<file path="config.mk">
export PLATFORM = sky130hd
export DESIGN_NAME = knn_fifo
export DESIGN_NICKNAME = d
export VERILOG_FILES = /design/src/knn_pkg.sv /design/src/knn_fifo.sv
export SDC_FILE = /design/constraint.sdc
export NUM_CORES = 1
export LEC_CHECK = 0
export ABC_AREA = 1
export BUFFER_PORTS_ARGS = -buffer_cell sky130_fd_sc_hd__buf_2
export CAP_MARGIN = 20
export CORE_UTILIZATION = 57
export CTS_BUF_LIST = sky130_fd_sc_hd__clkbuf_16
export CTS_CLUSTER_DIAMETER = 100
export DETAILED_ROUTE_END_ITERATION = 10
export MAX_ROUTING_LAYER = met4
export PLACE_DENSITY = 0.74
export REMOVE_ABC_BUFFERS = 1
export SETUP_SLACK_MARGIN = 0.1
export SLEW_MARGIN = 20
export SYNTH_ARGS = -nofsm -noshare
export SYNTH_HDL_FRONTEND = slang
export SYNTH_SLANG_ARGS = --single-unit
</file>
<file path="constraint.sdc">
create_clock -name aclk -period 2.2 [get_ports aclk]
set_clock_uncertainty 0.15 [all_clocks]
set_input_delay 0.33 -clock aclk [delete_from_list [all_inputs] [get_ports aclk]]
set_output_delay 0.33 -clock aclk [all_outputs]
set_load 0.005 [all_outputs]
</file>
<file path="src/knn_pkg.sv">
package knn_pkg;

    localparam int FEATURES   = 1024;
    localparam int IDX_W      = 10;
    localparam int VAL_W      = 16;
    localparam int CLASS_W    = 7;
    localparam int MAX_K      = 16;
    localparam int K_W        = 5;
    localparam int DIST_W     = 48;
    localparam int TERM_W     = 32;
    localparam int FIFO_DEPTH = 8;
    localparam int FIFO_AW    = 3;
    localparam int OUT_W      = CLASS_W + 1;

    localparam logic [1:0] KIND_WEIGHT = 2'd0;
    localparam logic [1:0] KIND_QUERY  = 2'd1;
    localparam logic [1:0] KIND_POINT  = 2'd2;

    localparam logic CFG_NEIGHBOURS = 1'b0;
    localparam logic CFG_OPEN_CLASS = 1'b1;

    localparam logic [K_W-1:0]     K_RESET    = K_W'(5);
    localparam logic [CLASS_W-1:0] OPEN_RESET = CLASS_W'(100);
    localparam logic [DIST_W-1:0]  DIST_MAX   = {DIST_W{1'b1}};

    // One slot of the sorted neighbor list.
    typedef struct packed {
        logic               valid;
        logic [DIST_W-1:0]  distance;
        logic [CLASS_W-1:0] cls;
    } knn_entry_t;

    // A finished point broadcast to every cell of the list.
    typedef struct packed {
        logic               valid;
        logic               last_set;
        logic [DIST_W-1:0]  distance;
        logic [CLASS_W-1:0] cls;
    } knn_ins_t;

endpackage

</file>
<file path="src/knn_fifo.sv">
module knn_fifo
    import knn_pkg::*;
(
    input  logic             aclk,
    input  logic             aresetn,
    input  logic             wr_en,
    input  logic [OUT_W-1:0] wr_data,
    output logic             rd_valid,
    input  logic             rd_ready,
    output logic [OUT_W-1:0] rd_data
);

    logic [OUT_W-1:0]   buf_reg [FIFO_DEPTH];
    logic [FIFO_AW-1:0] wr_ptr_reg;
    logic [FIFO_AW-1:0] rd_ptr_reg;
    logic [FIFO_AW:0]   count_reg;
    logic               rd_fire;

    assign rd_valid = (count_reg != '0);
    assign rd_fire  = rd_valid && rd_ready;
    assign rd_data  = buf_reg[rd_ptr_reg];

    always_ff @(posedge aclk) begin
        if (wr_en) begin
            buf_reg[wr_ptr_reg] <= wr_data;
        end
    end

    always_ff @(posedge aclk) begin
        if (!aresetn) begin
            wr_ptr_reg <= '0;
            rd_ptr_reg <= '0;
            count_reg  <= '0;
        end else begin
            if (wr_en) begin
                wr_ptr_reg <= wr_ptr_reg + 1'b1;
            end
            if (rd_fire) begin
                rd_ptr_reg <= rd_ptr_reg + 1'b1;
            end
            if (wr_en && !rd_fire) begin
                count_reg <= count_reg + 1'b1;
            end else if (!wr_en && rd_fire) begin
                count_reg <= count_reg - 1'b1;
            end
        end
    end

endmodule

</file>
==> results of run 1 <==
timing repair:
action / CTS / global route
buffers inserted: 1 / 0
setup endpoints to repair: 2 / 9
resized for setup: 2 / 8
gates cloned: 0 / 0
hold buffers: 0 / 0
worst max-delay path by stage:
stage and end:
2_1_floorplan rd_data[0], 3_3_place_gp count_reg[3]$_SDFFE_PN0P_, 3_5_place_dp count_reg[3]$_SDFFE_PN0P_, 4_1_cts rd_data[6], 5_1_grt count_reg[3]$_SDFFE_PN0P_, 6_report count_reg[3]$_SDFFE_PN0P_
metal layers:
metal  wire [um]  GRT usage (%)
met5           0              -
met4         156           14.2
met3         332           7.29
met2        3350           37.0
met1        2520           27.3
stage by stage:
| step | worst slack [ns] | power (mW) |
|---|---|---|
| 6_report | 0.226 | 3.98 |
| 5_1_grt | 0.0843 | 4.21 |
| 4_1_cts | 0.109 | 3.96 |
| 3_5_place_dp | 0.0751 | 2.69 |
| 3_3_place_gp | 0.152 | 2.65 |
| 2_1_floorplan | 0.174 | 2.38 |
layout by cell type (no fill, tap or decap):
master      n
nand3_1     5
nand3_2     1
buf_4      14
or2_2       2
ha_2        1
xor2_1      2
nor2_2      1
edfxtp_1   64
inv_4       2
inv_1      15
dfxtp_1    10
ha_4        1
ha_1        3
o21ai_1    30
clkinv_2    2
clkbuf_16   9
o21ai_0     7
buf_2      20
dfxtp_2     3
nand2_1    58
clkinv_1    2
nor2_1     79
nand2_2     1
fa_1        1
a21oi_1     8
buf_6       1
cell type report:
class	count	area share, %
Sequential cell	77	58.8
Multi-Input combinational cell	200	24.6
Clock buffer	9	6.06
Timing Repair Buffer	35	5.82
Tap cell	72	2.42
Inverter	14	1.55
Clock inverter	7	0.774
report_power, final:
| part | internal (mW) | total (mW) | switching, mW | leakage [nW] |
|---|---|---|---|---|
| Sequential | 1.67 | 1.75 | 0.0765 | 0.689 |
| Clock | 0.737 | 1.24 | 0.502 | 0.138 |
| Combinational | 0.395 | 0.995 | 0.600 | 0.661 |
| Total | 2.80 | 3.98 | 1.18 | 1.49 |
synthesized netlist by cell type, drive strengths merged:
| master | count |
|---|---|
| nor2 | 80 |
| edfxtp | 64 |
| nand2 | 59 |
| o21ai | 37 |
| inv | 14 |
| dfxtp | 13 |
| buf | 11 |
| a21oi | 8 |
| nand3 | 6 |
| ha | 5 |
| or2 | 2 |
| xor2 | 2 |
| fa | 1 |
worst max-delay path, delay by kind of cell (launching register included):
| family | cells | cell delay [ns] |
|---|---|---|
| flops | 1 | 0.41 |
| simple gates | 7 | 0.71 |
| fa+ha+maj | 2 | 0.41 |
| buf+inv | 2 | 0.18 |
cell families (layout without fill, tap and decap cells):
group	count (synthesis)	after routing
simple gates	147	147
compound gates	45	45
fa+ha+maj	6	6
xor+xnor	2	2
flops	77	77
buf+inv	25	65
==> flow_summary.yaml, run 1 <==
pwr:
  leakagePower_nw: 1.49
  power.density_mw_per_mm2: 1070
  ir_drop_uv: 718
detailed_routing:
  drtPass1Iterations: 4
  via_per_inst: 5.24
  drc: 0
  wirelength_mm: 6.36
  vias: 2168
  wire_per_inst_um: 15.4
  drtIter0Drc: 112
  detail-route-antenna-nets: 0
logic_synthesis:
  synth_top_area_share_pct: 59.2
  synth_mux_area_share_pct: 0
  synth_area_per_cell_um2: 10.7
  synthAdderAreaFrac_pct: 2.54
  syn_area_mm2: 0.00325
  synth_compound_area_share_pct: 6.94
  synth_top_cell_by_area: "edfxtp_1"
  synth_top_family_by_area: "simple AND/OR/NAND/NOR gates"
  netlist_instances: 302
  ys_ff_latch: 77
  synth_cell_types: 19
  synthTopCellsByArea: "edfxtp_1, nor2_1, dfxtp_1"
  ys_warn_count: 0
  synthXorXnorAreaFrac_pct: 0.540
  synth-simple-area-share_pct: 17.5
  synth-seq-area-share_pct: 67.2
timing:
  worstMarginPinSlew_ns: 0.385
  period_share_pct: 89.7
  rsz0062_at_grt: "yes"
  fmax_mhz: 507
  setup_viol: 0
  fin_crit_ns: 1.97
  slew_headroom_pct: 74.3
  hold_ws_ns: 0.126
  tns_ns: 0
  hold_viol: 0
  drv_slew: 0
setup_path:
  path_cells: "nor2_2 -> nand3_2 -> nand2_2 -> ha_2 -> inv_1 -> ha_4 -> or2_2 -> nand3_1 -> nand3_1 -> nand2_1 -> inv_1"
  critPathKind: "reg -> reg"
  cpMaxStageDelayCell: "dfxtp_1"
  ff2ff_path_depth: 11
  required_ns: 2.27
  end_kind: "flop"
  r2r-start: "count_reg[2]$_SDFFE_PN0P_"
  startpoint: "count_reg[2]$_SDFFE_PN0P_"
  start_kind: "flop"
  critPathArrivalTime_ns: 2.04
  reg2reg_slack_ns: 0.23
  critPathMaxStageDelay_ns: 0.41
  crit_fanout: 4
  worstReg2RegEnd: "count_reg[3]$_SDFFE_PN0P_"
clock_tree:
  clock_latency_ns: 0.32
  root_buffer: "clkbuf_16"
  clkTransAtPathRegs_ns: 0.05
  cts_max_level: 3
  cts_buffers: 9
  cts_sinks: 77
  clk_path_buf_depth: 2
  cts_tree: "yes"
cells_and_area:
  post-route-util_pct: 67.5
  area_delta_synth_final_pct: 14.6
  finalNonFillerCells: 414
  final_nets: 355
  fill_cells: 423
  largest_register_ffs: 64
  drive_above_1_share_pct: 17.0
  diodes: 0
  design_area_mm2: 0.00372
  seq_area_mm2: 0.00219
  multi_input_comb_area_um2: 915
place:
  dp_hpwl_mm: 3.92
  io_buffers: 20
  place_area_mm2: 0.00343
  place_congestion: 0.754
  place_inst: 397
die:
  start_util_pct: 58.9
  design.core.area_mm2: 0.00551
  die_h_um: 77.5
  rows: 27
  die_area_mm2: 0.00600
  io_pins: 21
  die_x_um: 77.5
global_route:
  grt_pass1_vias: 2192
  grt_pass1_wl_mm: 10.0
  gr-total-overflow: 0
  grt_max_degree: 33
  track_usage_pct: 23.8
  antenna_found_initial: 0
job:
  max-cap-violations: 0
hold_path:
  holdPathStages: 1
  min-delay-start: "wr_data[6]"
  min_to: "buf_reg[1][6]$_DFFE_PP_"
  hold_path.class: "in -> reg"
outcome:
  status: "finished, final reports clean"
(Power assumes the default switching activity.)
==> inputs of run 2 (changes only) <==
CORE_ASPECT_RATIO = 1.5   (was not set)
GPL_TIMING_DRIVEN = 0   (was not set)
SLEW_MARGIN = not set   (was 20)
==> run 2 against run 1 <==
Core utilization grew 0.46 points. Maximum frequency is 0.83% lower. First-iteration DRC count is 17% higher. Sequential power is essentially flat. Worst setup slack lost 0.017 ns. Worst hold slack worse by 0.0056 ns. Critical path type unchanged.
==> flow_summary.yaml, run 2 (synthesized netlist as in run 1, its figures left out) <==
outcome:
  status: "finished, final reports clean"
setup_path:
  critPathMaxStageDelay_ns: 0.42
  critPathKind: "reg -> reg"
  reg2reg_slack_ns: 0.21
  cpMaxStageDelayCell: "dfxtp_1"
  end_kind: "flop"
  cp_top_family: "simple AND/OR/NAND/NOR gates"
  start_kind: "flop"
  required_ns: 2.28
  critPathArrivalTime_ns: 2.07
  critPathBufInv: 2
  path_cells: "nor2_2 -> nand3_2 -> nand2_2 -> ha_2 -> inv_1 -> ha_4 -> or2_2 -> nand3_1 -> nand3_1 -> nand2_1 -> inv_1"
  crit_fanout: 4
  cp.depth: 11
  ff2ff_path_depth: 11
pwr:
  ir_drop_uv: 737
  leakagePower_nw: 1.47
  power.density_mw_per_mm2: 1140
hold_path:
  hold_path.class: "in -> reg"
  holdPathStages: 1
clock_tree:
  cts_tree: "yes"
  hold_buffers: 0
  cts_sinks: 77
  root_buffer: "clkbuf_16"
  cts_buffers: 9
  clk_path_buf_depth: 2
  clock_latency_ns: 0.32
  cts_max_level: 3
  clkTransAtPathRegs_ns: 0.06
detailed_routing:
  detail-route-antenna-nets: 0
  wire_per_inst_um: 15.2
  via_per_inst: 5.32
  drtIter0Drc: 131
  drtPass1Iterations: 4
  drc: 0
  wirelength_mm: 6.16
  vias: 2149
place:
  place_area_mm2: 0.00335
  io_buffers: 20
  dp_hpwl_mm: 3.67
  pre_cts_ws_ns: -0.0827
  place_congestion: 0.783
global_route:
  grt_pass1_wl_mm: 9.52
  antenna_found_initial: 0
  grt_max_degree: 33
  track_usage_pct: 23.1
  gr-total-overflow: 0
  grt_pass1_vias: 2020
die:
  design.core.area_mm2: 0.00549
  start_util_pct: 59.1
  io_pins: 21
  rows: 33
  die_area_mm2: 0.00601
  die_h_um: 94.4
  die_x_um: 63.6
timing:
  setup_viol: 0
  hold_ws_ns: 0.120
  period_share_pct: 90.5
  fin_ws_ns: 0.210
  fin_crit_ns: 1.99
  drv_slew: 0
  hold_viol: 0
  rsz0062_at_grt: "no"
  slew_headroom_pct: 39.0
  worstMarginPinSlew_ns: 0.911
  fmax_mhz: 502
cells_and_area:
  layout_common_cells: "nor2_1, edfxtp_1, nand2_1"
  largest_register_ffs: 64
  final_nets: 347
  area_delta_synth_final_pct: 15.0
  mostFrequentLayoutCell: "nor2_1"
  drive_above_1_share_pct: 15.9
  diodes: 0
  design_area_mm2: 0.00373
job:
  max-cap-violations: 0
==> run 2: cell types whose count changed in the layout (fill, tap and decap cells not counted), sizes merged <==
cell    delta
buf        -8
inv        -2
bufinv     +2
==> run 2: layout make-up <==
type | count | area, um^2
well taps | 70 | 87.6
repair buffers | 27 | 173
clock inverters | 7 | 81.3
clock buffers | 9 | 225
inverters | 14 | 60.1
flip-flops and latches | 77 | 2190
fillers | 407 | 1760
multi-input cells | 200 | 915
==> run 2: final timing paths <==
path	start	endpoint
worst max-delay path	count_reg[2]$_SDFFE_PN0P_	count_reg[3]$_SDFFE_PN0P_
worst min-delay path	wr_data[3]	buf_reg[7][3]$_DFFE_PP_
worst max register to register	count_reg[2]$_SDFFE_PN0P_	count_reg[3]$_SDFFE_PN0P_
worst min register to register	rd_ptr_reg[1]$_SDFFE_PN0P_	flop
==> run 2: per-layer routing <==
metal	share of wire, %	up-vias	track usage (%)
li1	-	1069	-
met1	37	1001	22.3
met2	56	66	41.5
met3	6.2	13	5.43
met4	1.5	0	13.3
met5	0	-	-
==> run 2: timing repair <==
action	CTS	global route
endpoints found under the setup margin	9	2
gates resized for setup	9	4
setup buffers	2	4
pin swaps	0	2
gates cloned	0	0
==> run 2: through the flow <==
stage / total power, mW / cells / TNS [ns] / util, %
2_1_floorplan: 2.38 / 291 / 0 / -
3_3_place_gp: 2.63 / 381 / -4.65 / 60.4
3_5_place_dp: 2.70 / 382 / -0.207 / 60.9
4_1_cts: 4.22 / 400 / 0 / 67.1
5_1_grt: 4.49 / 404 / 0 / 68.0
6_report: 4.27 / 404 / 0 / 68.0
==> run 2: where the power goes <==
part	switching [mW]	total (mW)	leakage, nW	internal, mW
registers	0.0735	1.75	0.690	1.67
clock network	0.507	1.48	0.155	0.975
logic	0.606	1.04	0.623	0.430
total	1.19	4.27	1.47	3.08
